===== config.mk =====
export PLATFORM = sky130hd
export DESIGN_NAME = reload_down_counter_timer_unit_flat
export DESIGN_NICKNAME = d
export VERILOG_FILES = /design/src/hw/rtl/rdct_pkg.sv /design/src/hw/rtl/rdct_if.sv /design/src/hw/rtl/reload_down_counter_timer_unit.sv /design/src/flat_wrapper.sv
export VERILOG_INCLUDE_DIRS = /design/src /design/src/hw/rtl
export SDC_FILE = /design/constraint.sdc
export NUM_CORES = 1
export LEC_CHECK = 0
export BUFFER_PORTS_ARGS = -buffer_cell sky130_fd_sc_hd__buf_2
export CORE_MARGIN = 5
export CORE_UTILIZATION = 54
export DETAILED_ROUTE_END_ITERATION = 10
export HOLD_SLACK_MARGIN = 0.12
export PLACE_DENSITY = 0.81
export SLEW_MARGIN = 20
export SYNTH_ARGS = -nofsm -noshare
export SYNTH_HDL_FRONTEND = slang
export SYNTH_SLANG_ARGS = --single-unit

===== constraint.sdc =====
create_clock -name clk_i -period 2.9 [get_ports clk_i]
set_input_delay 0.435 -clock clk_i [delete_from_list [all_inputs] [get_ports clk_i]]
set_output_delay 0.435 -clock clk_i [all_outputs]
set_load 0.01 [all_outputs]

===== src/hw/rtl/reload_down_counter_timer_unit_macros.svh =====
// Assertion macros for the reload down-counter timer.
// Clock clk_i and reset rst_ni must be visible where the macros are used.
`ifndef RELOAD_DOWN_COUNTER_TIMER_UNIT_MACROS_SVH
`define RELOAD_DOWN_COUNTER_TIMER_UNIT_MACROS_SVH

`ifndef SYNTHESIS
// check a property while out of reset
`define RDCT_ASSERT(lbl, prop, msg) \
  lbl: assert property (@(posedge clk_i) disable iff (!rst_ni) (prop)) else $error(msg);
// check a property at every edge, reset included
`define RDCT_ASSERT_ALWAYS(lbl, prop, msg) \
  lbl: assert property (@(posedge clk_i) (prop)) else $error(msg);
`else
`define RDCT_ASSERT(lbl, prop, msg)
`define RDCT_ASSERT_ALWAYS(lbl, prop, msg)
`endif

`endif


===== src/hw/rtl/rdct_pkg.sv =====
// Shared types and codes for the reload down-counter timer.
// No dependencies; used by the channel interfaces and the top level.
package rdct_pkg;

  localparam int unsigned COUNTER_WIDTH = 24;  // 8 .. 32
  localparam int unsigned DATA_WIDTH    = 32;
  localparam int unsigned PRESC_WIDTH   = 3;

  typedef logic [COUNTER_WIDTH-1:0] count_t;
  typedef logic [DATA_WIDTH-1:0]    data_t;
  typedef logic [PRESC_WIDTH-1:0]   presc_t;
  typedef logic [1:0]               action_t;
  typedef logic [1:0]               reg_idx_t;

  // action codes
  localparam action_t ACT_TICK  = 2'd0;
  localparam action_t ACT_READ  = 2'd1;
  localparam action_t ACT_WRITE = 2'd2;

  // register indexes
  localparam reg_idx_t REG_CTRL    = 2'd0;
  localparam reg_idx_t REG_RELOAD  = 2'd1;
  localparam reg_idx_t REG_CURRENT = 2'd2;
  localparam reg_idx_t REG_ELAPSED = 2'd3;

  // control register bit positions
  localparam int unsigned CTRL_ENABLE_BIT   = 0;
  localparam int unsigned CTRL_IRQ_EN_BIT   = 1;
  localparam int unsigned CTRL_CORE_CLK_BIT = 2;
  localparam int unsigned CTRL_ONE_SHOT_BIT = 3;
  localparam int unsigned CTRL_FLAG_BIT     = 16;

endpackage


===== src/hw/rtl/rdct_if.sv =====
// Valid/ready channel interfaces for the timer's request and result items.
// Depends on rdct_pkg for payload types.
interface rdct_in_if;
  import rdct_pkg::*;

  logic     valid;
  logic     ready;
  action_t  action;
  reg_idx_t reg_index;
  data_t    write_data;

  modport source (output valid, action, reg_index, write_data, input ready);
  modport sink   (input valid, action, reg_index, write_data, output ready);
endinterface

interface rdct_out_if;
  import rdct_pkg::*;

  logic  valid;
  logic  ready;
  data_t read_data;
  logic  interrupt_request;

  modport source (output valid, read_data, interrupt_request, input ready);
  modport sink   (input valid, read_data, interrupt_request, output ready);
endinterface


===== src/hw/rtl/reload_down_counter_timer_unit.sv =====
// Each result is registered in the result register, or in the skid on a stall.
// Throughput: one item per cycle while the skid is empty; the state update is a
// single pass of compare/decrement logic between timer and result registers.
// A two-entry output stage (result register plus skid) keeps input ready high
// while the skid is empty. Reset clears all timer state and both valid bits.
`include "reload_down_counter_timer_unit_macros.svh"

module reload_down_counter_timer_unit (
  input  logic         clk_i,
  input  logic         rst_ni,
  input  logic         cfg_we_i,
  input  logic         cfg_wdata_i,
  rdct_in_if.sink      in_i,
  rdct_out_if.source   out_o
);
  import rdct_pkg::*;

  // timer state
  logic   core_clk_q;
  logic   en_q, en_d;
  logic   irq_en_q, irq_en_d;
  logic   one_shot_q, one_shot_d;
  logic   flag_q, flag_d;
  count_t reload_q, reload_d;
  count_t cur_q, cur_d;
  presc_t presc_q, presc_d;

  // output stage
  logic  out_vld_q, skid_vld_q;
  data_t rdata_q, skid_rdata_q;
  logic  irq_q, skid_irq_q;

  logic  in_fire, out_fire;
  data_t rdata;
  logic  irq;
  logic  count_evt;

  assign in_i.ready = !skid_vld_q;
  assign in_fire    = in_i.valid && in_i.ready;
  assign out_fire   = out_vld_q && out_o.ready;

  always_comb begin
    en_d       = en_q;
    irq_en_d   = irq_en_q;
    one_shot_d = one_shot_q;
    flag_d     = flag_q;
    reload_d   = reload_q;
    cur_d      = cur_q;
    presc_d    = presc_q;
    rdata      = '0;
    irq        = 1'b0;
    count_evt  = 1'b0;
    if (in_fire) begin
      case (in_i.action)
        ACT_TICK: begin
          if (en_q) begin
            if (core_clk_q) begin
              count_evt = 1'b1;
            end else begin
              presc_d   = presc_q + presc_t'(1);
              count_evt = (presc_q == '1);
            end
            if (count_evt) begin
              if (cur_q == '0) begin
                cur_d = reload_q;
              end else begin
                cur_d = cur_q - count_t'(1);
                if (cur_q == count_t'(1)) begin
                  flag_d = 1'b1;
                  if (irq_en_q) begin
                    irq = 1'b1;
                    // single-shot: stop and drop the reload
                    if (one_shot_q) begin
                      en_d     = 1'b0;
                      irq_en_d = 1'b0;
                      reload_d = '0;
                      cur_d    = '0;
                    end
                  end
                end
              end
            end
          end
        end
        ACT_READ: begin
          case (in_i.reg_index)
            REG_CTRL: begin
              rdata[CTRL_ENABLE_BIT]   = en_q;
              rdata[CTRL_IRQ_EN_BIT]   = irq_en_q;
              rdata[CTRL_CORE_CLK_BIT] = core_clk_q;
              rdata[CTRL_ONE_SHOT_BIT] = one_shot_q;
              rdata[CTRL_FLAG_BIT]     = flag_q;
              flag_d                   = 1'b0;
            end
            REG_RELOAD:  rdata = DATA_WIDTH'(reload_q);
            REG_CURRENT: rdata = DATA_WIDTH'(cur_q);
            REG_ELAPSED: rdata = DATA_WIDTH'(count_t'(reload_q - cur_q));
            default:     rdata = '0;
          endcase
        end
        ACT_WRITE: begin
          case (in_i.reg_index)
            REG_CTRL: begin
              en_d       = in_i.write_data[CTRL_ENABLE_BIT];
              irq_en_d   = in_i.write_data[CTRL_IRQ_EN_BIT];
              one_shot_d = in_i.write_data[CTRL_ONE_SHOT_BIT];
            end
            REG_RELOAD: reload_d = in_i.write_data[COUNTER_WIDTH-1:0];
            REG_CURRENT: begin
              cur_d  = '0;
              flag_d = 1'b0;
            end
            default: ;
          endcase
        end
        default: ;
      endcase
    end
  end

  always_ff @(posedge clk_i or negedge rst_ni) begin
    if (!rst_ni) begin
      core_clk_q <= 1'b0;
      en_q       <= 1'b0;
      irq_en_q   <= 1'b0;
      one_shot_q <= 1'b0;
      flag_q     <= 1'b0;
      reload_q   <= '0;
      cur_q      <= '0;
      presc_q    <= '0;
    end else begin
      if (cfg_we_i) begin
        core_clk_q <= cfg_wdata_i;
      end
      en_q       <= en_d;
      irq_en_q   <= irq_en_d;
      one_shot_q <= one_shot_d;
      flag_q     <= flag_d;
      reload_q   <= reload_d;
      cur_q      <= cur_d;
      presc_q    <= presc_d;
    end
  end

  // output register with skid entry
  always_ff @(posedge clk_i or negedge rst_ni) begin
    if (!rst_ni) begin
      out_vld_q  <= 1'b0;
      skid_vld_q <= 1'b0;
    end else begin
      if (in_fire) begin
        if (!out_vld_q || out_fire) begin
          out_vld_q <= 1'b1;
        end else begin
          skid_vld_q <= 1'b1;
        end
      end else if (out_fire) begin
        out_vld_q  <= skid_vld_q;
        skid_vld_q <= 1'b0;
      end
    end
  end

  always_ff @(posedge clk_i) begin
    if (in_fire) begin
      if (!out_vld_q || out_fire) begin
        rdata_q <= rdata;
        irq_q   <= irq;
      end else begin
        skid_rdata_q <= rdata;
        skid_irq_q   <= irq;
      end
    end else if (out_fire && skid_vld_q) begin
      rdata_q <= skid_rdata_q;
      irq_q   <= skid_irq_q;
    end
  end

  assign out_o.valid             = out_vld_q;
  assign out_o.read_data         = rdata_q;
  assign out_o.interrupt_request = irq_q;

  `RDCT_ASSERT_ALWAYS(a_skid_behind_out, !rst_ni || !skid_vld_q || out_vld_q,
    "skid entry holds an item while the result register is empty")
  `RDCT_ASSERT(a_irq_sets_flag, (in_fire && irq) |=> flag_q,
    "interrupt raised without setting the count flag")
  `RDCT_ASSERT(a_one_shot_stop, (in_fire && irq && one_shot_q) |=> (!en_q && cur_q == '0),
    "single-shot interrupt did not stop the timer")
  `RDCT_ASSERT(a_idle_hold,
    (in_fire && in_i.action == ACT_TICK && !en_q) |=> ($stable(cur_q) && $stable(presc_q)),
    "disabled timer changed its count on a tick")

endmodule

===== src/flat_wrapper.sv =====
// flat-port wrapper written by rule: the top's interface ports become plain ports
module reload_down_counter_timer_unit_flat import rdct_pkg::*;
  (clk_i, rst_ni, cfg_we_i, cfg_wdata_i, in_i_valid, in_i_action, in_i_reg_index, in_i_write_data, in_i_ready, out_o_valid, out_o_read_data, out_o_interrupt_request, out_o_ready);
  rdct_in_if in_i_i ();
  rdct_out_if out_o_i ();
  input  logic clk_i;
  input  logic rst_ni;
  input  logic cfg_we_i;
  input  logic cfg_wdata_i;
  input wire logic [$bits(in_i_i.valid)-1:0] in_i_valid;
  input wire logic [$bits(in_i_i.action)-1:0] in_i_action;
  input wire logic [$bits(in_i_i.reg_index)-1:0] in_i_reg_index;
  input wire logic [$bits(in_i_i.write_data)-1:0] in_i_write_data;
  output wire logic [$bits(in_i_i.ready)-1:0] in_i_ready;
  output wire logic [$bits(out_o_i.valid)-1:0] out_o_valid;
  output wire logic [$bits(out_o_i.read_data)-1:0] out_o_read_data;
  output wire logic [$bits(out_o_i.interrupt_request)-1:0] out_o_interrupt_request;
  input wire logic [$bits(out_o_i.ready)-1:0] out_o_ready;
  assign in_i_i.valid = in_i_valid;
  assign in_i_i.action = in_i_action;
  assign in_i_i.reg_index = in_i_reg_index;
  assign in_i_i.write_data = in_i_write_data;
  assign in_i_ready = in_i_i.ready;
  assign out_o_valid = out_o_i.valid;
  assign out_o_read_data = out_o_i.read_data;
  assign out_o_interrupt_request = out_o_i.interrupt_request;
  assign out_o_i.ready = out_o_ready;
  reload_down_counter_timer_unit u_core (.clk_i(clk_i), .rst_ni(rst_ni), .cfg_we_i(cfg_we_i), .cfg_wdata_i(cfg_wdata_i), .in_i(in_i_i), .out_o(out_o_i));
endmodule

Word-level counts from Yosys, hierarchy flattened
Index checks and enable logic that the tools add are counted.
{ "totals": {"input_bits": 42, "out_inout_bits": 35, "elab_cells": 127, "regBits": 124} }
{ "op_classes": {"n_eq_ne": 19, "n_addsub": 3, "mux": 65, "n_reduce_logical": 24, "n_bitwise": 2} }
{ "op_table": {"columns": ["cell", "count"], "rows": [
  ["24-bit 2-to-1 mux", 14],
  ["32-bit 2-to-1 mux", 4],
  ["24-bit one-hot mux with 2 select lines", 2],
  ["1-bit 2-to-1 mux", 38],
  ["12-bit one-hot mux with 3 select lines", 1],
  ["24-bit by 1-bit equality test with 1-bit output (second input constant)", 1],
  ["24-bit logical NOT", 1],
  ["24-bit by 1-bit subtractor with 24-bit output (second input constant)", 1],
  ["24-bit subtractor", 1],
  ["7-bit one-hot mux with 3 select lines", 1],
  ["4-bit one-hot mux with 4 select lines", 1],
  ["2-bit by 1-bit != test with 1-bit output (second input constant)", 7],
  ["2-bit != test (second input constant)", 5],
  ["9-bit AND reduction", 1],
  ["2-bit AND reduction", 4],
  ["8-bit AND reduction", 1],
  ["7-bit AND reduction", 1],
  ["2-bit equality test (second input constant)", 3],
  ["3-bit AND reduction", 2],
  ["2-bit nonzero test", 3],
  ["5-bit AND reduction", 1],
  ["2-bit by 1-bit equality test with 1-bit output (second input constant)", 2],
  ["2-bit logical NOT", 2],
  ["1-bit one-hot mux with 2 select lines", 2],
  ["other kinds (10)", 14]
]} }

Logic depth before layout (Yosys ltp)
Gate-level depths: netlist of the first run.
{ "depth": {"ltp_word": 10, "depth_mapped": 11} }

Worst setup path before layout of the first run
Ideal clock, no wire load.
{ "synth_path": {"path_kind": "register to register", "from": "register u_core.reload_q[0]", "to": "register u_core.rdata_q[22] (netlist: u_core.out_o.read_data[22]), data pin", "stages_incl_launch_ff": 12, "arrival_ns": 2.667, "synth_period_minus_slack_ns": 2.927, "required_ns": 2.640, "path_slack_ns": -0.027, "cell_sequence": "dfrtp_1 -> inv_1 -> ha_1 -> inv_1 -> fa_1 -> a211oi_1 -> o21ai_0 -> a211o_1 -> o311ai_0 -> a2111o_1 -> o211a_1 -> o21ai_0"} }
{ "synth_via": {"elab_chain_cells": 5} }
{ "synth_rtl": {"columns": ["element", "line", "source"], "rows": [
  ["start: declaration", "reload_down_counter_timer_unit.sv:24", "count_t reload_q, reload_d;"],
  ["start signal: assignment", "reload_down_counter_timer_unit.sv:139", "reload_q <= reload_d;"],
  ["24-bit subtractor", "reload_down_counter_timer_unit.sv:97", "REG_ELAPSED: rdata = DATA_WIDTH'(count_t'(reload_q - cur_q));"],
  ["7-bit one-hot mux with 3 select lines", "reload_down_counter_timer_unit.sv:86", "case (in_i.reg_index)"],
  ["32-bit 2-to-1 mux", "reload_down_counter_timer_unit.sv:54", "case (in_i.action)"],
  ["32-bit 2-to-1 mux", "reload_down_counter_timer_unit.sv:166", "if (!out_vld_q || out_fire) begin"],
  ["32-bit 2-to-1 mux", "reload_down_counter_timer_unit.sv:165", "if (in_fire) begin"],
  ["end signal: assignment", "reload_down_counter_timer_unit.sv:167", "rdata_q <= rdata;"],
  ["end signal: assignment", "reload_down_counter_timer_unit.sv:174", "rdata_q <= skid_rdata_q;"],
  ["end: declaration", "reload_down_counter_timer_unit.sv:30", "data_t rdata_q, skid_rdata_q;"]
]} }
Every way passes these cells. The select of a mux whose other input is x is not followed.
A chain may end at the register's enable or synchronous reset.

Worst setup path after layout of the first run
{ "layout_path": {"from": "register u_core.cur_q[6]", "to": "register u_core.rdata_q[15] (netlist: u_core.out_o.read_data[15]), data pin"} }
{ "layout_via": {"elab_chain_cells": 5} }
{ "layout_rtl": {"columns": ["element", "line", "source"], "rows": [
  ["start: declaration", "reload_down_counter_timer_unit.sv:25", "count_t cur_q, cur_d;"],
  ["start signal: assignment", "reload_down_counter_timer_unit.sv:140", "cur_q <= cur_d;"],
  ["24-bit subtractor", "reload_down_counter_timer_unit.sv:97", null],
  ["12-bit one-hot mux with 3 select lines", "reload_down_counter_timer_unit.sv:86", null],
  ["32-bit 2-to-1 mux", "reload_down_counter_timer_unit.sv:54", null],
  ["32-bit 2-to-1 mux", "reload_down_counter_timer_unit.sv:166", null],
  ["32-bit 2-to-1 mux", "reload_down_counter_timer_unit.sv:165", null]
]} }
Every way passes these cells. The select of a mux whose other input is x is not followed.

==> flow_summary.json, run 1 <==
{
  "clkPwrFrac_pct": 12.7,
  "vias": 6782,
  "clkTransAtPathRegs_ps": 70,
  "ys_seq_elements": 108,
  "start_kind": "flop",
  "insertedDiodeCount": 0,
  "fin_area_sq_um": 8540,
  "grt_use_total_pct": 26.6,
  "cts_sinks": 108,
  "cts_root_buf": "clkbuf_16",
  "gp_congestion": 0.999,
  "portBuffers": 60,
  "grt_start_max_net_pins": 37,
  "max_freq_ghz": 0.346,
  "ys_warn_count": 0,
  "p_switching_mw": 4.15,
  "initial_core_util_pct": 54.7,
  "synth_largest_area_cell": "edfxtp_1",
  "setup_slack_ps": 10.6,
  "dieArea_sq_um": 15700,
  "viasPerCell": 6.33,
  "cts_tree": "done",
  "grt_pass1_vias": 6516,
  "grt_overflow": 0,
  "async_flop_share_pct": 53.7,
  "dr.pass1.iters": 5,
  "drive_above_1_share_pct": 24.0,
  "drc": 0,
  "synth_edf_count": 50,
  "ant_nets": 0,
  "crit_path_cell_trace": "buf_4 > inv_1 > ha_2 > a2111o_1 > o21ai_1 > buf_4 > nand2_1 > xor2_1 > a222oi_1 > buf_4 > o21ai_0",
  "power_density_nw_per_um2": 1110,
  "htreeDepth": 3,
  "synthCells": 777,
  "swShare_pct": 44.0,
  "synth_cell_types": 69,
  "setup_viol_count_final": 0,
  "wl_per_cell_um": 19.4,
  "fill_cells": 1087,
  "rows": 42,
  "min_path_type": "input pin to async pin",
  "die_h_um": 125,
  "ctsHoldBuffers": 0,
  "totalWireLength_mm": 20.8,
  "place_hpwl_mm": 15.6,
  "vdd_drop_max_mv": 0.667,
  "syn_area_sq_um": 7180,
  "rsz0062_at_grt": "yes",
  "worst_setup_path_end_kind": "flop",
  "crit_path_max_fanout": 6,
  "p_leak_nw": 3.62,
  "die_w_um": 125,
  "fin_crit_sh_pct": 99.6,
  "tightest_slew_ps": 797,
  "finalClockSkew_ps": 14.6,
  "path_class": "flop to flop",
  "grt_pass1_wl_mm": 33.8,
  "whs_ps": 165,
  "worstPathArrival_ps": 2990,
  "ys_seq_area_share_pct": 41.1,
  "synth_ff_type": "dfrtp_1",
  "stdcell_count": 1071,
  "nets": 964,
  "drtIter0Drc": 848,
  "relSlewSlack_pct": 46.9,
  "dp_cells": 1050,
  "required_ps": 3000,
  "timing.final.hold_violations": 0,
  "place_area_sq_um": 8120,
  "clockBufferDepth": 2,
  "io_pins": 77,
  "setup_tns_ps": 0,
  "crit_top_cell": "buf_4",
  "drv_cap": 0,
  "synth_top_area_share_pct": 20.9,
  "avgSynthCellArea_sq_um": 9.24,
  "cp_slowest_stage_delay_ps": 470,
  "crit_path_top_delay_cell": "a222oi_1",
  "numCtsBuffers": 9,
  "seqPwrFrac_pct": 25.0,
  "antenna_found_initial": 0,
  "finalMaxSlewViolations": 0,
  "power_frac_comb_pct": 62.3,
  "intPower_mw": 5.29,
  "status": "finished, final reports clean",
  "yosys-top-cells-area": "edfxtp_1, dfrtp_1, ha_1",
  "core_sq_um": 13100,
  "clock_latency_ps": 350,
  "syn2layout_area_growth_pct": 18.9,
  "fin_crit_ps": 2890,
  "dp_worst_setup_slack_ps": -148
}
Yosys cell counts, drive strengths merged (7+ instances only):
master and n:
o21ai 72, nand2 69, dfrtp 58, edfxtp 50, nor2 49, a21oi 43, clkbuf 39, inv 39
nand3 35, ha 31, nor3 24, o2bb2ai 23, buf 15, mux2 14, and2 11, mux2i 11
nand4 10, or3 10, xnor2 9, and3 8, o211ai 8, o21a 8, o22ai 8, xor2 8
a211oi 7, nand2b 7, or2 7
worst paths after layout:
| path | from | end | slack (ps) | cells after the start |
|---|---|---|---|---|
| worst min-delay path | rst_ni | u_core.presc_q[2] | 170 | 1 |
| max in group asynchronous | rst_ni | u_core.cur_q[14] | 2030 | 2 |
| worst max-delay path | u_core.cur_q[6] | u_core.out_o.read_data[15] | 10 | 11 |
| worst min register to register | u_core.presc_q[0] | u_core.presc_q[0] | 480 | 1 |
| min in group clk_i | out_o_ready | u_core.skid_vld_q | 300 | 2 |
| worst max register to register | u_core.cur_q[6] | u_core.out_o.read_data[15] | 10 | 11 |
cell usage in the layout, fill, tap and decap left out, drive strengths merged, types with 7 or more instances in the layout:
cell	instances
or3	10
ha	31
nor2	49
o21ai	72
a21oi	43
or2	7
mux2	14
edfxtp	50
o2bb2ai	23
clkbuf	10
nand4	10
nand2b	7
inv	39
nor3	24
dfrtp	58
nand3	35
mux2i	11
nand2	69
o22ai	8
and3	8
and2	11
xnor2	9
o21a	8
xor2	8
conb	8
buf	149
o211ai	8
a211oi	7
power by group through the flow:
stage,clock (mW),combinational [mW],sequential (mW)
5_1_grt,1.27,6.35,2.40
3_5_place_dp,0,5.43,2.37
4_1_cts,1.21,5.53,2.34
3_3_place_gp,0,5.36,2.35
2_1_floorplan,0,3.58,2.39
6_report,1.20,5.88,2.36
critical path, delay by kind of cell (launching register included):
family          cells  cell delay [ps]
compound gates      4             1120
buf+inv             4              610
flops               1              380
fa+ha+maj           1              320
xor+xnor            1              140
simple gates        1               60
metal layers:
metal | routed length (um) | track usage, % | vias to the layer above
li1 | - | - | 3131
met1 | 8470 | 36.4 | 3206
met2 | 9460 | 41.7 | 388
met3 | 2230 | 5.20 | 57
met4 | 629 | 10.7 | 0
met5 | 0 | 0 | -
registers in the layout (all words and copies together) (netlist names), 3 cells and up:
register / flops
u_core.cur_q: 24
u_core.out_o.read_data: 24
u_core.reload_q: 24
u_core.skid_rdata_q: 24
u_core.presc_q: 3
metrics by stage:
stage               power (mW)  utilization [%]
floorplan                 5.97                -
global placement          7.71             61.8
detailed placement        7.80             61.8
CTS                       9.09             64.2
global route              10.0             65.0
finish                    9.43             65.0
kinds of logic after synthesis:
logic type      share of synthesized area, %
compound gates                          22.8
xor+xnor                                2.07
simple gates                            17.6
flops                                   41.1
buf+inv                                 5.68
fa+ha+maj                               5.68
mux                                     5.04
other cells                           0.0522
what timing repair did:
item | in CTS | in global routing
gates resized for setup | 10 | 19
pin swaps | 6 | 12
endpoints found under the setup margin | 9 | 42
buffers inserted | 1 | 4
final cells by class:
cell class | instances | area, sq um | share of cell area, %
clock inverters | 6 | 55.1 | 0.645
flip-flops and latches | 108 | 2950 | 34.6
inverters | 40 | 150 | 1.76
clock buffers | 10 | 229 | 2.68
multi-input cells | 582 | 3940 | 46.1
repair buffers | 149 | 993 | 11.6
well taps | 176 | 220 | 2.58
(Power assumes the default switching activity.)
==> inputs of run 2 (changes only) <==
Settings changed: CORE_UTILIZATION 54 to 45, GPL_TIMING_DRIVEN set to 0, PLACE_DENSITY 0.81 to 0.7.
==> flow_summary.json, run 2 (same netlist as run 1, synthesis figures left out) <==
{
  "finalPower_mw": 9.51,
  "start_kind": "flop",
  "rows": 46,
  "clockBufferDepth": 2,
  "numCtsBuffers": 9,
  "cp_slowest_stage_delay_ps": 410,
  "status": "complete, but fails checks",
  "fin_crit_sh_pct": 100,
  "setup_viol_count_final": 1,
  "intPower_mw": 5.27,
  "cts_root_buf": "clkbuf_16",
  "crit_path_top_delay_cell": "dfrtp_1",
  "grt_start_max_net_pins": 59,
  "drtIter0Drc": 668,
  "clkPwrFrac_pct": 13.5,
  "antenna_found_initial": 0,
  "die_w_um": 136,
  "io_pins": 77,
  "tightest_slew_ps": 800,
  "nets": 945,
  "initial_core_util_pct": 45.5,
  "place_area_sq_um": 7780,
  "path_class": "flop to flop",
  "swShare_pct": 44.6,
  "violations": "negative setup slack",
  "rr_worst_depth": 11,
  "grt_overflow": 0,
  "clkTransAtPathRegs_ps": 70,
  "cts_sinks": 108,
  "ctsHoldBuffers": 0,
  "wl_per_cell_um": 20.0,
  "die_h_um": 136,
  "required_ps": 2980,
  "power_frac_comb_pct": 61.1,
  "crit_top_cell": "inv_2",
  "min_path_type": "input pin to async pin",
  "drive_above_1_share_pct": 22.1,
  "crit_path_cell_trace": "inv_2 > ha_4 > inv_2 > fa_2 > a211oi_4 > o21ai_2 > a211o_1 > or3_4 > a31oi_4 > xor2_2 > o221ai_1",
  "relSlewSlack_pct": 46.4,
  "drc": 0,
  "insertedDiodeCount": 0,
  "p_leak_nw": 3.43,
  "core_sq_um": 15800,
  "setup_tns_ps": -11.7,
  "worstPathArrival_ps": 3000,
  "rsz0062_at_grt": "yes",
  "syn2layout_area_growth_pct": 18.5,
  "viasPerCell": 6.00,
  "dieArea_sq_um": 18600,
  "grt_pass1_vias": 6144,
  "finalClockSkew_ps": 10.3,
  "rrSetupSlack_ps": -10,
  "grt_pass1_wl_mm": 34.2,
  "layout_commonest_cell": "nand2_1",
  "crit_path_max_fanout": 3,
  "max_freq_ghz": 0.343,
  "portBuffers": 58,
  "worst_setup_path_end_kind": "flop",
  "seqPwrFrac_pct": 25.4,
  "place_hpwl_mm": 16.6,
  "p_switching_mw": 4.25,
  "totalWireLength_mm": 21.9,
  "dr.pass1.iters": 7,
  "finalMaxSlewViolations": 0,
  "vias": 6541,
  "reg2reg_to": "u_core.out_o.read_data[14]",
  "power_density_nw_per_um2": 1120,
  "drv_cap": 0,
  "ant_nets": 0,
  "final_cell_mix": "nand2_1, o21ai_0, buf_2, edfxtp_1, dfrtp_1",
  "grt_use_total_pct": 24.1,
  "fin_area_sq_um": 8510,
  "cts_tree": "done",
  "r2r_start": "u_core.reload_q[0]",
  "timing.final.hold_violations": 0,
  "vdd_drop_max_mv": 0.517,
  "htreeDepth": 3,
  "fin_crit_ps": 2910,
  "gp_congestion": 0.985,
  "setup_slack_ps": -11.7,
  "clock_latency_ps": 360
}
## run 2: changes by cell type in the layout (fill, tap and decap cells not counted), moves of 9 or more
cell	delta
buf_4	-53
dfrtp_2	+9
clkbuf_1	+33
dfrtp_1	-9
## run 2: final cells by class
type | instances | area [sq um]
Buffer | 48 | 253
Clock buffer | 14 | 277
Clock inverter | 1 | 30.0
Fill cell | 1479 | 7260
Inverter | 40 | 150
Multi-Input combinational cell | 582 | 4090
Sequential cell | 108 | 2960
Tap cell | 216 | 270
Timing Repair Buffer | 82 | 473
## run 2: critical path: cells and delay by family, from the launching register on
kind / cells / cell delay [ps]
AO/OA/AOI/OAI: 5 / 1040
adder cells (fa/ha/maj): 2 / 510
flip-flops: 1 / 410
AND/OR/NAND/NOR: 1 / 360
XOR/XNOR: 1 / 180
buffers and inverters: 2 / 120
## run 2: metrics by stage
stage | util (%) | hold WS, ps | std cells | worst slack [ps]
after floorplan | - | 139 | 784 | 77.6
after global placement | 49.3 | 468 | 1058 | -676
after detailed placement | 49.3 | 466 | 1058 | -599
after CTS | 52.7 | 176 | 1083 | -122
after global routing | 54.0 | 223 | 1091 | -95.6
final | 54.0 | 136 | 1091 | -11.7
## run 2: worst max path at each step
stage               cells past startpoint                from                         end
floorplan                              10     u_core.cur_q[5]         u_core.reload_q[10]
global placement                        9      in_i_action[0]            u_core.cur_q[12]
detailed placement                     11  u_core.reload_q[0]  u_core.out_o.read_data[22]
CTS                                    11  u_core.reload_q[0]  u_core.out_o.read_data[14]
global route                           11  u_core.reload_q[0]  u_core.out_o.read_data[14]
finish                                 11  u_core.reload_q[0]  u_core.out_o.read_data[14]
## run 2: power groups by stage
stage,clock network [mW],logic [mW],registers (mW)
after floorplan,0,3.58,2.39
after global placement,0,4.83,2.43
after detailed placement,0,4.86,2.43
after CTS,1.29,5.38,2.39
after global routing,1.36,6.31,2.45
final,1.28,5.81,2.42
## run 2: routing by layer
layer	vias up	wire length, um	track usage, %
met3	59	1550	3.81
li1	3088	-	-
met2	268	10000	37.7
met5	-	0	0
met4	0	757	9.74
met1	3126	9520	33.3
## run 2: repair_timing
| action | CTS | global route |
|---|---|---|
| setup buffers | 12 | 12 |
| endpoints found under the setup margin | 89 | 63 |
| pin swaps | 17 | 10 |
| resized for setup | 40 | 34 |
